$ cat src/rtl/core/lgt_pkg.sv
package lgt_pkg;

    localparam int MAX_WIDTH     = 64;
    localparam int MAX_HEIGHT    = 4096;
    localparam int COL_W         = $clog2(MAX_WIDTH);
    localparam int GW_W          = 7;
    localparam int GH_W          = 13;
    localparam int IDX_W         = 12;
    localparam int CFG_DATA_W    = 13;
    localparam int LANES         = 3;
    localparam int QUEUE_DEPTH   = 4;
    localparam int Q_PTR_W       = $clog2(QUEUE_DEPTH);
    localparam int Q_CNT_W       = $clog2(QUEUE_DEPTH + 1);
    localparam int PUSH_W        = $clog2(LANES + 1);
    localparam int SUM_W         = 4;
    localparam int BIRTH_COUNT   = 3;
    localparam int SURVIVE_COUNT = 2;

    typedef logic [0:0] t_cfg_index;
    localparam t_cfg_index CFG_GRID_WIDTH  = 1'b0;
    localparam t_cfg_index CFG_GRID_HEIGHT = 1'b1;

    typedef struct packed {
        logic [IDX_W-1:0]     row_index;
        logic [MAX_WIDTH-1:0] bits;
        logic                 last;
    } t_result;

endpackage

$ cat src/rtl/core/lgt_lane.sv
module lgt_lane import lgt_pkg::*; (
    input  logic [MAX_WIDTH-1:0] i_above,
    input  logic [MAX_WIDTH-1:0] i_cur,
    input  logic [MAX_WIDTH-1:0] i_below,
    input  logic [COL_W-1:0]     i_w_last,
    input  logic [MAX_WIDTH-1:0] i_mask,
    output logic [MAX_WIDTH-1:0] o_next
);

    logic a_wrap;
    logic c_wrap;
    logic b_wrap;

    // cell at the last active column, seen by column 0
    assign a_wrap = i_above[i_w_last];
    assign c_wrap = i_cur[i_w_last];
    assign b_wrap = i_below[i_w_last];

    for (genvar c = 0; c < MAX_WIDTH; c++) begin : g_cell
        logic             a_l, a_r, c_l, c_r, b_l, b_r;
        logic             at_last;
        logic [SUM_W-1:0] n;

        assign at_last = (i_w_last == COL_W'(c));

        if (c == 0) begin : g_left_wrap
            assign a_l = a_wrap;
            assign c_l = c_wrap;
            assign b_l = b_wrap;
        end else begin : g_left
            assign a_l = i_above[c-1];
            assign c_l = i_cur[c-1];
            assign b_l = i_below[c-1];
        end

        if (c == MAX_WIDTH - 1) begin : g_right_edge
            assign a_r = i_above[0];
            assign c_r = i_cur[0];
            assign b_r = i_below[0];
        end else begin : g_right
            assign a_r = at_last ? i_above[0] : i_above[c+1];
            assign c_r = at_last ? i_cur[0]   : i_cur[c+1];
            assign b_r = at_last ? i_below[0] : i_below[c+1];
        end

        assign n = SUM_W'(a_l) + SUM_W'(i_above[c]) + SUM_W'(a_r)
                 + SUM_W'(c_l) + SUM_W'(c_r)
                 + SUM_W'(b_l) + SUM_W'(i_below[c]) + SUM_W'(b_r);

        assign o_next[c] = i_mask[c] & ((n == SUM_W'(BIRTH_COUNT))
                         | ((n == SUM_W'(SURVIVE_COUNT)) & i_cur[c]));
    end

endmodule

$ cat src/rtl/core/lgt_queue.sv
module lgt_queue import lgt_pkg::*; (
    input  logic                i_clk,
    input  logic                i_rst_n,
    input  logic [PUSH_W-1:0]   i_push_cnt,
    input  t_result [LANES-1:0] i_entries,
    output logic                o_room,
    output logic                o_valid,
    input  logic                i_stall,
    output t_result             o_head
);

    t_result              r_slot [QUEUE_DEPTH];
    logic [Q_PTR_W-1:0]   r_wr_ptr, n_wr_ptr;
    logic [Q_PTR_W-1:0]   r_rd_ptr, n_rd_ptr;
    logic [Q_CNT_W-1:0]   r_count,  n_count;
    logic                 pop;

    assign o_valid = (r_count != '0);
    assign o_room  = (r_count <= Q_CNT_W'(QUEUE_DEPTH - LANES));
    assign o_head  = r_slot[r_rd_ptr];
    assign pop     = o_valid & ~i_stall;

    always_comb begin
        n_wr_ptr = r_wr_ptr + Q_PTR_W'(i_push_cnt);
        n_rd_ptr = r_rd_ptr + Q_PTR_W'(pop);
        n_count  = r_count + Q_CNT_W'(i_push_cnt) - Q_CNT_W'(pop);
    end

    always_ff @(posedge i_clk) begin
        if (!i_rst_n) begin
            r_wr_ptr <= '0;
            r_rd_ptr <= '0;
            r_count  <= '0;
        end else begin
            r_wr_ptr <= n_wr_ptr;
            r_rd_ptr <= n_rd_ptr;
            r_count  <= n_count;
        end
    end

    // each slot takes the lane result at its distance from the write pointer
    for (genvar s = 0; s < QUEUE_DEPTH; s++) begin : g_slot
        logic [Q_PTR_W-1:0] offset;
        assign offset = Q_PTR_W'(s) - r_wr_ptr;
        always_ff @(posedge i_clk) begin
            if (PUSH_W'(offset) < i_push_cnt) begin
                r_slot[s] <= i_entries[offset];
            end
        end
    end

endmodule

$ cat src/rtl/core/life_generation_toroidal.sv
// channel | direction | handshake            | payload
// input   | in        | i_valid / o_stall    | i_row_bits
// output  | out       | o_valid / i_stall    | o_row_index, o_next_row_bits,
//         |           |                      | o_last_of_generation
// config  | in        | i_cfg_we             | i_cfg_index, i_cfg_data
//
// one row accepted per cycle while o_stall is low
// the last row of a generation yields three results, drained one per cycle
// while i_stall is low from a four-entry output queue
// o_stall rises while more than one result waits in the queue
// synchronous active-low reset clears the queue, row count and stored rows
module life_generation_toroidal import lgt_pkg::*; (
    input  logic                  i_clk,
    input  logic                  i_rst_n,
    input  logic                  i_cfg_we,
    input  t_cfg_index            i_cfg_index,
    input  logic [CFG_DATA_W-1:0] i_cfg_data,
    input  logic                  i_valid,
    output logic                  o_stall,
    input  logic [MAX_WIDTH-1:0]  i_row_bits,
    output logic                  o_valid,
    input  logic                  i_stall,
    output logic [IDX_W-1:0]      o_row_index,
    output logic [MAX_WIDTH-1:0]  o_next_row_bits,
    output logic                  o_last_of_generation
);

    logic [GW_W-1:0]      r_grid_width;
    logic [GH_W-1:0]      r_grid_height;
    logic [MAX_WIDTH-1:0] r_first, r_second, r_older, r_newer;
    logic [IDX_W-1:0]     r_row_count, n_row_count;

    logic [GW_W-1:0]      eff_width;
    logic [GH_W-1:0]      eff_height;
    logic [COL_W-1:0]     w_last;
    logic [MAX_WIDTH-1:0] mask;
    logic [MAX_WIDTH-1:0] row;
    logic                 accept;
    logic                 room;
    logic                 mid_row;
    logic                 wrap;
    logic [PUSH_W-1:0]    push_cnt;
    logic [MAX_WIDTH-1:0] lane_next [LANES];
    t_result [LANES-1:0]  entries;
    t_result              head;

    always_comb begin
        if (r_grid_width < GW_W'(3)) begin
            eff_width = GW_W'(3);
        end else if (r_grid_width > GW_W'(MAX_WIDTH)) begin
            eff_width = GW_W'(MAX_WIDTH);
        end else begin
            eff_width = r_grid_width;
        end
        if (r_grid_height < GH_W'(3)) begin
            eff_height = GH_W'(3);
        end else if (r_grid_height > GH_W'(MAX_HEIGHT)) begin
            eff_height = GH_W'(MAX_HEIGHT);
        end else begin
            eff_height = r_grid_height;
        end
    end

    assign w_last = COL_W'(eff_width - GW_W'(1));

    for (genvar i = 0; i < MAX_WIDTH; i++) begin : g_mask
        assign mask[i] = (GW_W'(i) < eff_width);
    end

    assign row     = i_row_bits & mask;
    assign o_stall = ~room;
    assign accept  = i_valid & room;
    assign mid_row = (r_row_count >= IDX_W'(2));
    assign wrap    = mid_row
                   && ((GH_W'(r_row_count) + GH_W'(1)) >= eff_height);

    always_comb begin
        if (!accept) begin
            push_cnt = '0;
        end else if (wrap) begin
            push_cnt = PUSH_W'(LANES);
        end else if (mid_row) begin
            push_cnt = PUSH_W'(1);
        end else begin
            push_cnt = '0;
        end
        n_row_count = wrap ? '0 : r_row_count + IDX_W'(1);
    end

    lgt_lane u_lane_mid (
        .i_above (r_older),
        .i_cur   (r_newer),
        .i_below (row),
        .i_w_last(w_last),
        .i_mask  (mask),
        .o_next  (lane_next[0])
    );

    lgt_lane u_lane_last (
        .i_above (r_newer),
        .i_cur   (row),
        .i_below (r_first),
        .i_w_last(w_last),
        .i_mask  (mask),
        .o_next  (lane_next[1])
    );

    lgt_lane u_lane_zero (
        .i_above (row),
        .i_cur   (r_first),
        .i_below (r_second),
        .i_w_last(w_last),
        .i_mask  (mask),
        .o_next  (lane_next[2])
    );

    always_comb begin
        entries[0] = '{row_index: r_row_count - IDX_W'(1), bits: lane_next[0], last: 1'b0};
        entries[1] = '{row_index: r_row_count, bits: lane_next[1], last: 1'b0};
        entries[2] = '{row_index: '0, bits: lane_next[2], last: 1'b1};
    end

    lgt_queue u_queue (
        .i_clk     (i_clk),
        .i_rst_n   (i_rst_n),
        .i_push_cnt(push_cnt),
        .i_entries (entries),
        .o_room    (room),
        .o_valid   (o_valid),
        .i_stall   (i_stall),
        .o_head    (head)
    );

    assign o_row_index          = head.row_index;
    assign o_next_row_bits      = head.bits;
    assign o_last_of_generation = head.last;

    always_ff @(posedge i_clk) begin
        if (!i_rst_n) begin
            r_grid_width  <= GW_W'(MAX_WIDTH);
            r_grid_height <= GH_W'(64);
        end else if (i_cfg_we) begin
            unique case (i_cfg_index)
                CFG_GRID_WIDTH:  r_grid_width  <= i_cfg_data[GW_W-1:0];
                CFG_GRID_HEIGHT: r_grid_height <= i_cfg_data[GH_W-1:0];
                default: ;
            endcase
        end
    end

    always_ff @(posedge i_clk) begin
        if (!i_rst_n) begin
            r_first     <= '0;
            r_second    <= '0;
            r_older     <= '0;
            r_newer     <= '0;
            r_row_count <= '0;
        end else if (accept) begin
            if (r_row_count == '0) begin
                r_first <= row;
            end
            if (r_row_count == IDX_W'(1)) begin
                r_second <= row;
            end
            r_older     <= r_newer;
            r_newer     <= row;
            r_row_count <= n_row_count;
        end
    end

endmodule

$ cat config.mk
export PLATFORM = sky130hd
export DESIGN_NAME = life_generation_toroidal
export DESIGN_NICKNAME = d
export VERILOG_FILES = /design/src/rtl/core/lgt_pkg.sv /design/src/rtl/core/lgt_lane.sv /design/src/rtl/core/lgt_queue.sv /design/src/rtl/core/life_generation_toroidal.sv
export SDC_FILE = /design/constraint.sdc
export NUM_CORES = 2
export LEC_CHECK = 0
export BUFFER_PORTS_ARGS = -buffer_cell sky130_fd_sc_hd__buf_2
export CAP_MARGIN = 20
export CELL_PAD_IN_SITES_DETAIL_PLACEMENT = 1
export CELL_PAD_IN_SITES_GLOBAL_PLACEMENT = 2
export CORE_ASPECT_RATIO = 0.75
export CORE_MARGIN = 1
export CORE_UTILIZATION = 40
export CTS_CLUSTER_DIAMETER = 100
export CTS_CLUSTER_SIZE = 14
export DETAILED_ROUTE_END_ITERATION = 10
export GPL_TIMING_DRIVEN = 0
export PLACE_DENSITY_LB_ADDON = 0.1
export RECOVER_POWER = 50
export SLEW_MARGIN = 20
export SYNTH_ARGS = -nofsm -noshare
export SYNTH_HDL_FRONTEND = slang
export SYNTH_HIERARCHICAL = 1
export SYNTH_SLANG_ARGS = --single-unit
$ cat constraint.sdc
create_clock -name i_clk -period 8.2 [get_ports i_clk]
set_input_delay 2.05 -clock i_clk [delete_from_list [all_inputs] [get_ports i_clk]]
set_output_delay 2.05 -clock i_clk [all_outputs]
set_load 0.02 [all_outputs]
==> results.toml <==
[yosys]
yosys_warnings = 6
ys_types = 59
synthTopCellsByArea = "fa_1 21%, edfxtp_1 12%, ha_1 10%"
synth_area_per_cell_sq_um = 9.43
synth_top_area_share_pct = 20.7
synth_cells = 7911
synthArstFlopShare_pct = 0
yosys.area.top_type = "fa_1"
synth_edf_count = 308
syn_area_sq_um = 74600
ys_seq_area_share_pct = 20.3
ys_ff_latch = 603
ys.flop_type = "edfxtp_1"

[cts]
clockRootBuffer = "clkbuf_16"
cts_tree = "built"
clock_path_buffers = 3
cts_buffers = 55
cts.htree.levels = 2
clock_sinks = 603
cts_hold_buf = 0
clkLatencyLatePin_ps = 760
clk_pin_slew_ps = 80

[final_layout]
nets = 9736
area_delta_synth_final_pct = 10.8
num-fill-cells = 21107
layout-drive-gt1-share_pct = 13.2

[power_and_ir_drop]
cellPowerDensity_nw_per_um2 = 252
p_leak_nw = 35.9
pwr-share-comb_pct = 64.1
vdd_drop_max_uv = 185
p_int_mw = 10.1
p_seq_share_pct = 22.3
p_total_mw = 20.8
p_sw_share_pct = 51.5
clkPwrFrac_pct = 13.6
switching_power_mw = 10.7

[worst_setup_path]
critical_path.max_stage_delay_ps = 860
rr_worst_depth = 20
cpMostUsedCell = "fa_1"
r2r_end = "u_queue/r_slot[1][1]"
cpMaxStageDelayCell = "clkbuf_1"
cp.required_ps = 8790
r2r-start = "r_grid_width[6]"
crit_arrival_ps = 8920
worstPathMaxFanout = 10
setup.worst_path.class = "flop to flop"
end_kind = "flop"
cp-start-kind = "flop"
crit_chain = "buf_4 > clkbuf_1 > nor2_1 > o22ai_1 > clkbuf_1 > nor2b_1 > clkbuf_1 > a22oi_1 > a21oi_1 > nor4_1 > fa_1 > fa_1 > fa_1 > inv_1 > ha_1 > fa_1 > o21ai_0 > o2111a_1 > a21oi_1 > a21oi_1"
reg2reg_slack_ps = -130

[drt]
antenna_left = 0
drt_iter0_drc = 7601
vias = 65920
drtPass1Iterations = 5
finalWirelength_um = 385000
drc = 0
wire_per_inst_um = 35.5
vias_per_cell = 6.08

[sta]
final_hold_viol_count = 0
hold_ws_ps = 499
period_needed_ps = 8330
clock_skew_ps = 37.6
worst_pin_slew_ps = 2790
relSlewSlack_pct = -86.2
tns_ps = -712
fmax_ghz = 0.120
post-route-worst-setup-slack_ps = -126
slew_violations = 208
setup_viol = 21
rsz0062_at_grt = "no"
fin_crit_sh_pct = 102

[global_routing]
grt_pass1_vias = 66871
grt_pass1_wl_um = 529000
grt_overflow = 0
antenna_found_initial = 44
grt.total_usage_pct = 40.5
grt_start_max_net_pins = 47

[hold_path]
hold_path_depth = 2
hp-class = "flop to flop"
min-delay-start = "r_grid_height[2]"
hold_end = "r_grid_height[2]"

[placed_design]
dpl.hpwl_um = 311000
port_buffers = 161
dp_slack_ps = -1570
gp_congestion = 1.04

[floorplanning]
chipWidth_um = 501
core_area_sq_um = 184000
die_y_um = 376
initial_utilization_pct = 40.5
fp-row-count = 136
dieArea_sq_um = 188000
ioPinCount = 162

[outcome]
failed_checks = "capacitance limit, slew limit, setup timing"
status = "finished with violations"

[flow_run]
drv_cap = 14
[sequential cells by signal (all words and copies together) (netlist names)]
signal / flops
r_row_count: 12
r_grid_width: 7
r_grid_height: 13
r_second: 64
u_queue/r_count: 3
r_older: 64
u_queue/r_slot: 308
u_queue/r_rd_ptr: 2
r_newer: 64
u_queue/r_wr_ptr: 2
r_first: 64
[cells in the final DEF (no fill, tap or decap), types with 243 or more instances in the layout]
cell	count
inv_1	1295
nand2_1	1097
fa_1	771
ha_1	601
mux2i_1	472
nor2_1	354
a21oi_1	322
edfxtp_1	308
dfxtp_1	294
mux2_2	249
o21ai_0	243
[layer usage]
metal	part of all wire [%]	GRT usage, %	vias to the layer above
li1	-	-	27502
met1	42	55.9	34377
met2	41	57.8	3262
met3	11	10.4	763
met4	6.3	21.3	16
met5	0.13	0	-
[power groups by stage]
stage               Clock, mW  Sequential [mW]  Combinational (mW)
finish                   2.83             4.64                13.3
CTS                      2.86             4.62                13.1
floorplan                   0             4.32                8.44
global placement            0             4.74                12.1
detailed placement          0             4.69                13.0
global route             2.94             4.68                14.7
[stage by stage]
| stage | utilization, % | instance area [sq um] | cells |
|---|---|---|---|
| CTS | 44.9 | 82800 | 10806 |
| finish | 44.9 | 82700 | 10834 |
| detailed placement | 43.9 | 81000 | 10707 |
| global placement | 42.7 | 78700 | 10595 |
| global route | 44.8 | 82600 | 10807 |
| floorplan | - | 74800 | 7950 |
[how the worst max path moves through the flow]
stage	depth (start not counted)	slack (ps)	to	from
6_report	20	-130	u_queue/r_slot[1][1]	r_grid_width[6]
5_1_grt	26	6	u_queue/r_slot[1][17]	r_grid_width[1]
4_1_cts	24	30	u_queue/r_slot[3][1]	r_grid_width[4]
3_5_place_dp	25	-1570	u_queue/r_slot[3][1]	r_grid_width[6]
3_3_place_gp	7	-4740	u_queue/r_slot[0][40]	i_valid
2_1_floorplan	6	900	u_queue/r_slot[0][0]	i_valid
[cell usage after synthesis, types with 25 or more instances]
cell       instances
inv_1           1298
nand2_1         1097
fa_1             771
ha_1             601
mux2i_1          472
nor2_1           369
a21oi_1          324
edfxtp_1         308
dfxtp_1          295
o21ai_0          260
mux2_2           249
mux4_2           221
clkbuf_1         218
nor4b_1          186
nand3_1          178
a21boi_0         140
buf_2            112
nor2b_1          110
a2111oi_0         99
and2_1            99
a31oi_1           89
a21boi_1          80
a22oi_1           72
buf_4             30
nor3_1            27
nand2b_1          25
[critical path: cells and delay by family, from the launching register on]
kind,cells,cell delay [ps]
buffers and inverters,5,2310
AOI/OAI and AO/OA,7,2460
adders and majority gates,5,2160
and+or+nand+nor,3,660
DFF,1,530
[cell families after synthesis]
kind of cell	share of synthesized area, %
AOI/OAI and AO/OA	9.16
xor gates and xnor gates	0.387
adders and majority gates	30.8
buffers and inverters	9.02
DFF	20.3
muxes	16.8
other	0.0101
and+or+nand+nor	13.6
[final cells by class]
cell class | count | area (sq um) | share of cell area (%)
buffer | 393 | 1860 | 2.25
timing repair buffer | 274 | 2540 | 3.07
tap | 2484 | 3110 | 3.76
clock buffer | 80 | 1520 | 1.84
sequential | 603 | 15200 | 18.3
inverter | 1302 | 4900 | 5.92
multi-input combinational | 5652 | 53400 | 64.5
antenna | 27 | 67.6 | 0.0817
clock inverter | 19 | 168 | 0.203
[what timing repair did]
action,4_1_cts,5_1_grt
buffers inserted,0,0
resized for setup,27,30
setup endpoints to repair,208,86
No activity file was read; power rests on OpenSTA's default activity.
